$ cat config.mk
export PLATFORM = sky130hd
export DESIGN_NAME = integer_to_roman_numeral
export DESIGN_NICKNAME = d
export VERILOG_FILES = /design/src/design/itrn_pkg.sv /design/src/design/integer_to_roman_numeral.sv /design/src/design/itrn_front.sv /design/src/design/itrn_queue.sv /design/src/design/itrn_back.sv
export SDC_FILE = /design/constraint.sdc
export NUM_CORES = 1
export LEC_CHECK = 0
export BUFFER_PORTS_ARGS = -buffer_cell sky130_fd_sc_hd__buf_2
export CAP_MARGIN = 20
export CORE_MARGIN = 2
export CORE_UTILIZATION = 60
export DETAILED_ROUTE_END_ITERATION = 8
export PLACE_DENSITY = 0.82
export SETUP_SLACK_MARGIN = 0.5
export SLEW_MARGIN = 40
export SYNTH_ARGS = -nofsm -noshare
export SYNTH_HDL_FRONTEND = slang
export SYNTH_SLANG_ARGS = --single-unit
$ cat constraint.sdc
create_clock -name clock -period 7.2 [get_ports clock]
set_input_delay 1.44 -clock clock [delete_from_list [all_inputs] [get_ports clock]]
set_output_delay 1.44 -clock clock [all_outputs]
set_load 0.05 [all_outputs]
$ cat src/design/itrn_pkg.sv
// Shared types, constants and the denomination table for the Roman numeral encoder.
// Depends on nothing; every other file of the block imports it.
`timescale 1ns / 1ps
`default_nettype none

package itrn_pkg;

   localparam int NUMBER_W = 16;
   localparam int REST_W = 12;
   localparam int CHAR_W = 8;
   localparam int DENOM_COUNT = 13;
   localparam int DENOM_IDX_W = 4;
   localparam int QUEUE_DEPTH_DEFAULT = 2;

   localparam logic [NUMBER_W-1:0] MAX_NUMERAL = 16'd3999;

   localparam logic [CHAR_W-1:0] CHAR_NONE = 8'h00;
   localparam logic [CHAR_W-1:0] CHAR_I = 8'h49;
   localparam logic [CHAR_W-1:0] CHAR_V = 8'h56;
   localparam logic [CHAR_W-1:0] CHAR_X = 8'h58;
   localparam logic [CHAR_W-1:0] CHAR_L = 8'h4C;
   localparam logic [CHAR_W-1:0] CHAR_C = 8'h43;
   localparam logic [CHAR_W-1:0] CHAR_D = 8'h44;
   localparam logic [CHAR_W-1:0] CHAR_M = 8'h4D;

   localparam logic [REST_W-1:0] DENOM_WORTH [DENOM_COUNT] = '{
      12'd1000, 12'd900, 12'd500, 12'd400, 12'd100, 12'd90, 12'd50,
      12'd40, 12'd10, 12'd9, 12'd5, 12'd4, 12'd1
   };

   localparam logic [CHAR_W-1:0] DENOM_FIRST [DENOM_COUNT] = '{
      CHAR_M, CHAR_C, CHAR_D, CHAR_C, CHAR_C, CHAR_X, CHAR_L,
      CHAR_X, CHAR_X, CHAR_I, CHAR_V, CHAR_I, CHAR_I
   };

   // CHAR_NONE marks a one-character denomination
   localparam logic [CHAR_W-1:0] DENOM_SECOND [DENOM_COUNT] = '{
      CHAR_NONE, CHAR_M, CHAR_NONE, CHAR_D, CHAR_NONE, CHAR_C, CHAR_NONE,
      CHAR_L, CHAR_NONE, CHAR_X, CHAR_NONE, CHAR_V, CHAR_NONE
   };

   typedef enum logic [1:0] {
      KIND_NUMBER = 2'd0,
      KIND_ZERO   = 2'd1,
      KIND_RANGE  = 2'd2
   } kind_type;

   typedef struct packed {
      kind_type            kind;
      logic [REST_W-1:0]   value;
   } entry_type;

   typedef struct packed {
      logic full;
      logic empty;
   } queue_status_type;

   // Largest denomination not above rest; rest is non-zero when used.
   function automatic logic [DENOM_IDX_W-1:0] denom_select(input logic [REST_W-1:0] rest);
      logic [DENOM_IDX_W-1:0] sel;
      sel = DENOM_IDX_W'(DENOM_COUNT - 1);
      for (int i = DENOM_COUNT - 1; i >= 0; i--) begin
         if (rest >= DENOM_WORTH[i]) begin
            sel = DENOM_IDX_W'(i);
         end
      end
      return sel;
   endfunction

endpackage

`default_nettype wire

$ cat src/design/integer_to_roman_numeral.sv
// From idle, a transfer is queued, then popped into the engine that drives the result.
// Throughput: one character per cycle; a number gives 1 to 15 characters in the
// character engine (3888 gives fifteen), numbers follow back to back.
// busy is high while the QUEUE_DEPTH-entry queue is full; results cannot be stalled.
// Reset is synchronous: it empties the queue and idles the engine, no clearing pass.
`timescale 1ns / 1ps
`default_nettype none

module integer_to_roman_numeral #(
   parameter int QUEUE_DEPTH = itrn_pkg::QUEUE_DEPTH_DEFAULT
) (
   input  logic                             clock,
   input  logic                             reset,
   input  logic                             start,
   output logic                             busy,
   input  logic [itrn_pkg::NUMBER_W-1:0]    req_number_value,
   output logic                             rsp_strobe,
   output logic [itrn_pkg::CHAR_W-1:0]      rsp_numeral_char,
   output logic                             rsp_last_char,
   output logic                             rsp_empty_numeral,
   output logic                             rsp_out_of_range
);
   import itrn_pkg::*;

   queue_status_type  status;
   entry_type         push_entry;
   entry_type         pop_entry;
   logic              push;
   logic              pop;

   itrn_front u_front (
      .start            (start),
      .busy             (busy),
      .req_number_value (req_number_value),
      .status           (status),
      .push             (push),
      .push_entry       (push_entry)
   );

   itrn_queue #(
      .DEPTH (QUEUE_DEPTH)
   ) u_queue (
      .clock      (clock),
      .reset      (reset),
      .push       (push),
      .push_entry (push_entry),
      .pop        (pop),
      .pop_entry  (pop_entry),
      .status     (status)
   );

   itrn_back u_back (
      .clock             (clock),
      .reset             (reset),
      .status            (status),
      .pop_entry         (pop_entry),
      .pop               (pop),
      .rsp_strobe        (rsp_strobe),
      .rsp_numeral_char  (rsp_numeral_char),
      .rsp_last_char     (rsp_last_char),
      .rsp_empty_numeral (rsp_empty_numeral),
      .rsp_out_of_range  (rsp_out_of_range)
   );

endmodule

`default_nettype wire

$ cat src/design/itrn_front.sv
// Front end: takes a number on the start/busy handshake and classifies it.
// Depends on itrn_pkg; feeds itrn_queue.
`timescale 1ns / 1ps
`default_nettype none

module itrn_front (
   input  logic                             start,
   output logic                             busy,
   input  logic [itrn_pkg::NUMBER_W-1:0]    req_number_value,
   input  itrn_pkg::queue_status_type       status,
   output logic                             push,
   output itrn_pkg::entry_type              push_entry
);
   import itrn_pkg::*;

   assign busy = status.full;
   assign push = start && !status.full;

   always_comb begin
      push_entry.value = req_number_value[REST_W-1:0];
      if (req_number_value == '0) begin
         push_entry.kind = KIND_ZERO;
      end else if (req_number_value > MAX_NUMERAL) begin
         push_entry.kind = KIND_RANGE;
      end else begin
         push_entry.kind = KIND_NUMBER;
      end
   end

endmodule

`default_nettype wire

$ cat src/design/itrn_queue.sv
// Short queue of classified numbers between front end and character engine.
// Depends on itrn_pkg.
`timescale 1ns / 1ps
`default_nettype none

module itrn_queue #(
   parameter int DEPTH = itrn_pkg::QUEUE_DEPTH_DEFAULT
) (
   input  logic                        clock,
   input  logic                        reset,
   input  logic                        push,
   input  itrn_pkg::entry_type         push_entry,
   input  logic                        pop,
   output itrn_pkg::entry_type         pop_entry,
   output itrn_pkg::queue_status_type  status
);
   import itrn_pkg::*;

   localparam int PTR_W = (DEPTH > 1) ? $clog2(DEPTH) : 1;
   localparam int CNT_W = $clog2(DEPTH + 1);

   entry_type          store_ff [DEPTH];
   logic [PTR_W-1:0]   wr_ptr_ff, wr_ptr_in;
   logic [PTR_W-1:0]   rd_ptr_ff, rd_ptr_in;
   logic [CNT_W-1:0]   count_ff, count_in;

   assign status.full  = (count_ff == CNT_W'(DEPTH));
   assign status.empty = (count_ff == '0);
   assign pop_entry    = store_ff[rd_ptr_ff];

   always_comb begin
      wr_ptr_in = wr_ptr_ff;
      rd_ptr_in = rd_ptr_ff;
      count_in  = count_ff;
      if (push) begin
         wr_ptr_in = (wr_ptr_ff == PTR_W'(DEPTH - 1)) ? '0 : wr_ptr_ff + 1'b1;
      end
      if (pop) begin
         rd_ptr_in = (rd_ptr_ff == PTR_W'(DEPTH - 1)) ? '0 : rd_ptr_ff + 1'b1;
      end
      if (push && !pop) begin
         count_in = count_ff + 1'b1;
      end else if (pop && !push) begin
         count_in = count_ff - 1'b1;
      end
   end

   always_ff @(posedge clock) begin
      if (reset) begin
         wr_ptr_ff <= '0;
         rd_ptr_ff <= '0;
         count_ff  <= '0;
      end else begin
         wr_ptr_ff <= wr_ptr_in;
         rd_ptr_ff <= rd_ptr_in;
         count_ff  <= count_in;
      end
   end

   always_ff @(posedge clock) begin
      if (push) begin
         store_ff[wr_ptr_ff] <= push_entry;
      end
   end

endmodule

`default_nettype wire

$ cat src/design/itrn_back.sv
// Character engine: pops a classified number and emits one numeral character a cycle.
// Depends on itrn_pkg; fed by itrn_queue.
`timescale 1ns / 1ps
`default_nettype none

module itrn_back (
   input  logic                             clock,
   input  logic                             reset,
   input  itrn_pkg::queue_status_type       status,
   input  itrn_pkg::entry_type              pop_entry,
   output logic                             pop,
   output logic                             rsp_strobe,
   output logic [itrn_pkg::CHAR_W-1:0]      rsp_numeral_char,
   output logic                             rsp_last_char,
   output logic                             rsp_empty_numeral,
   output logic                             rsp_out_of_range
);
   import itrn_pkg::*;

   typedef enum logic [1:0] {
      ST_IDLE = 2'b01,
      ST_RUN  = 2'b10
   } state_type;

   state_type               state_ff, state_in;
   kind_type                kind_ff, kind_in;
   logic [REST_W-1:0]       rest_ff, rest_in;
   logic                    pend_ff, pend_in;
   logic [CHAR_W-1:0]       second_ff, second_in;
   logic [REST_W-1:0]       rest_step;
   logic                    pend_step;
   logic [DENOM_IDX_W-1:0]  sel;
   logic [REST_W-1:0]       diff;
   logic                    finish;

   assign sel  = denom_select(rest_ff);
   assign diff = rest_ff - DENOM_WORTH[sel];

   always_comb begin
      rsp_strobe        = 1'b0;
      rsp_numeral_char  = CHAR_NONE;
      rsp_last_char     = 1'b0;
      rsp_empty_numeral = 1'b0;
      rsp_out_of_range  = 1'b0;
      rest_step         = rest_ff;
      pend_step         = pend_ff;
      second_in         = second_ff;
      if (state_ff == ST_RUN) begin
         rsp_strobe = 1'b1;
         unique case (kind_ff)
            KIND_ZERO: begin
               rsp_empty_numeral = 1'b1;
               rsp_last_char     = 1'b1;
            end
            KIND_RANGE: begin
               rsp_out_of_range = 1'b1;
               rsp_last_char    = 1'b1;
            end
            KIND_NUMBER: begin
               if (pend_ff) begin
                  // second half of a subtractive pair; rest already reduced
                  rsp_numeral_char = second_ff;
                  rsp_last_char    = (rest_ff == '0);
                  pend_step        = 1'b0;
               end else begin
                  rsp_numeral_char = DENOM_FIRST[sel];
                  rest_step        = diff;
                  if (DENOM_SECOND[sel] != CHAR_NONE) begin
                     pend_step = 1'b1;
                     second_in = DENOM_SECOND[sel];
                  end else begin
                     rsp_last_char = (diff == '0);
                  end
               end
            end
            default: begin
               rsp_last_char = 1'b1;
            end
         endcase
      end
   end

   assign finish = rsp_strobe && rsp_last_char;
   // take the next number in the cycle the current one ends
   assign pop    = !status.empty && ((state_ff == ST_IDLE) || finish);

   always_comb begin
      state_in = state_ff;
      kind_in  = kind_ff;
      rest_in  = rest_step;
      pend_in  = pend_step;
      if (pop) begin
         state_in = ST_RUN;
         kind_in  = pop_entry.kind;
         rest_in  = pop_entry.value;
         pend_in  = 1'b0;
      end else if (finish) begin
         state_in = ST_IDLE;
      end
   end

   always_ff @(posedge clock) begin
      if (reset) begin
         state_ff <= ST_IDLE;
         pend_ff  <= 1'b0;
      end else begin
         state_ff <= state_in;
         pend_ff  <= pend_in;
      end
   end

   always_ff @(posedge clock) begin
      kind_ff   <= kind_in;
      rest_ff   <= rest_in;
      second_ff <= second_in;
   end

endmodule

`default_nettype wire

==> results_dict.tcl <==
set metrics [dict create \
    max_slew_margin 0.449 \
    period_share 0.916 \
    tightestPinTransition_ps 825 \
    dp_cells 507 \
    clk_pin_slew_worst_paths_ps 100 \
    htree_levels 2 \
    die_w_um 85.4 \
    drt_iter0_markers 240 \
    antenna_found_initial 0 \
    fillCellCount 489 \
    clock_latency_ps 310 \
    r2r_cells 22 \
    synth_edf_count 48 \
    crit_arrival_ps 5160 \
    drt-vias-per-instance 6.46 \
    ant_nets 0 \
    multi_input_area_um2 2340 \
    endpoint_kind "output port" \
    crit_type "reg2out" \
    status "completed" \
    grt_max_degree 24 \
    rrSetupSlack_ps 1500 \
    instances_no_fill 540 \
    synth_top_family_by_area "simple AND/OR/NAND/NOR gates" \
    rows 29 \
    setup_viol 0 \
    critPathRequiredTime_ps 5760 \
    crit_path_start_kind "register" \
    synthArstFlopShare 0 \
    hold_buffers 0 \
    hpwl_um 6740 \
    drt_wl_total_um 9600 \
    period_minus_slack_ps 6600 \
    synth_compound_area_frac 0.217 \
    syn-mean-instance-area_um2 9.52 \
    cts_buffer_depth 2 \
    utilization 0.711 \
    clkSinkCount 56 \
    finalMaxSlewViolations 0 \
    yosysTopAreaCell "edfxtp_1" \
    tritoncts "done" \
    grt_pass1_wl_um 15200 \
    track_usage 0.258 \
    finalNetCount 497 \
    synth.area.mux_share 0.0358 \
    irDropWorstVdd_mv 0.292 \
    cap_violations 0 \
    final_common_cell "edfxtp_1" \
    grt_overflow 0 \
    fp.dieH_um 85.4 \
    clockRootBuffer "clkbuf_8" \
    syn-instance-count 418 \
    dp_slack_ps 556 \
    ys_seq_area_frac 0.403 \
    leakage_nw 1.74 \
    dr.pass1.iters 5 \
    finalHoldViolCount 0 \
    min_path_cells 2 \
    layout_common_cells "edfxtp_1 (48), nor2_1 (45), nand2_1 (34)" \
    finalPower_mw 2.34 \
    power-per-cell-area_nw_per_um2 516 \
    num_vias 3490 \
    yosysUniqueCellTypes 80 \
    holdPathEnd "u_queue.count_ff[1]" \
    area_growth_pct 14.2 \
    rsz0062_at_grt "false" \
    syn_area_um2 3980 \
    synth_top_area_frac 0.362 \
    first_global_vias 3089 \
    seq_area_um2 1600 \
    ioPinCount 32 \
    tns_ps 0 \
    core_um2 6390 \
    yosys_most_used_dff "edfxtp_1" \
    min_from "u_queue.count_ff[1]" \
    final_layout_size_suffix_gt1_frac 0.246 \
    cts-buffers-inserted 5 \
    insertedDiodeCount 0 \
    crit-reg2reg-launch "u_back.rest_ff[11]" \
    port_buffers 29 \
    synth_area_leaders "edfxtp_1 (36%), ha_1 (4.7%), nor2_1 (4.4%), dfxtp_1 (4.0%), nand2_1 (3.3%)" \
    hp-class "reg2reg" \
    drc 0 \
    fin_ws_ps 603 \
    initial_utilization 0.623 \
    cp_max_fo 12 \
    skew_ps 5.83 \
    timing.rr.end "u_queue.count_ff[1]" \
    fmax_ghz 0.152 \
    gp_congestion 0.888 \
    synth_fa_ha_area_frac 0.0522 \
    wl_per_cell_um 17.8 \
    synth-xor-area-share 0.0220 \
    yosys.area_share.simple 0.230 \
    yosys_warnings 0 \
    ys_ff_latch 56 \
    dieArea_um2 7300 \
]
## power by group
part           switching (mW)  total [mW]  leakage, nW  internal [mW]
clock                   0.107       0.178       0.0462         0.0715
combinational           0.906        1.57         1.18          0.663
sequential              0.106       0.596        0.515          0.490
## per-stage QoR
| step | hold slack, ps | instance area (um^2) |
|---|---|---|
| final | 536 | 4540 |
| after global routing | 579 | 4540 |
| after CTS | 535 | 4300 |
| after detailed placement | 520 | 4160 |
| after global placement | 495 | 4150 |
| after floorplan | 480 | 3980 |
## logic make-up after synthesis
family | count (synthesis)
compound gates | 110
xor+xnor | 10
fa+ha+maj | 16
buf+inv | 35
flops | 56
mux | 14
other cells | 1
simple gates | 176
## worst max path at each step
stage | start | endpoint | slack (ps) | cells after the start
after global routing | u_back.rest_ff[11] | rsp_last_char | 410 | 19
after detailed placement | u_back.rest_ff[2] | rsp_last_char | 560 | 19
after global placement | u_back.rest_ff[2] | rsp_last_char | 780 | 19
final | u_back.rest_ff[11] | rsp_last_char | 600 | 19
after floorplan | u_back.rest_ff[2] | rsp_last_char | 1210 | 19
after CTS | u_back.rest_ff[11] | rsp_last_char | 520 | 19
## layer usage
layer  part of all wire  up-vias  routed length, um  track usage
met5                  0        -                  0            0
met4              0.019        0                187       0.0693
met3              0.057       17                543       0.0379
met2               0.51      162               4880        0.438
met1               0.42     1643               3980        0.346
li1                   -     1668                  -            -
## state kept, by name, indices dropped and copies added, names as in the netlist, named ones only
register           count
u_queue.store_ff      28
u_back.rest_ff        12
u_back.second_ff       6
u_back.kind_ff         2
u_back.state_ff        2
u_queue.count_ff       2
u_back.pend_ff         1
u_queue.rd_ptr_ff      1
u_queue.wr_ptr_ff      1
## cell usage after synthesis, types with 5 or more instances
| cell type | n |
|---|---|
| clkbuf_1 | 13 |
| nor2_1 | 47 |
| nor4_1 | 5 |
| ha_1 | 15 |
| nor3_1 | 21 |
| dfxtp_1 | 8 |
| nor2b_1 | 5 |
| or3_1 | 5 |
| inv_1 | 12 |
| a221oi_1 | 5 |
| nand2_1 | 35 |
| o21a_1 | 5 |
| xor2_1 | 6 |
| mux2i_1 | 12 |
| nand3_1 | 15 |
| edfxtp_1 | 48 |
| a21oi_1 | 24 |
| nand2b_1 | 7 |
| or2_2 | 7 |
| o21ai_0 | 16 |
| a21o_1 | 6 |
## worst max-delay path: stages, from the launching register on
cell and delay, ps:
edfxtp_1 480, or4_4 590, or3_4 380, o311ai_2 310
nand2_1 100, nand2_2 110, ha_2 290, nor2_1 110
nor2_1 60, ha_1 230, fa_1 420, nor2b_2 170
o2111ai_2 150, a31oi_1 240, xor2_1 280, and3b_1 240
and3_4 210, a21oi_4 190, inv_2 80, buf_4 190
## cell type report
type,instances,share of cell area
multi-input cells,328,0.515
flip-flops and latches,56,0.353
repair buffers,58,0.0804
well taps,77,0.0212
clock buffers,6,0.0160
inverters,13,0.0107
clock inverters,2,0.00386
## timing repair
action | in CTS | in global routing
buffers inserted | 5 | 20
pin swaps | 0 | 6
gates resized for setup | 4 | 16
endpoints found under the setup margin | 1 | 1
Note: power is estimated with default switching activity, not from simulation.
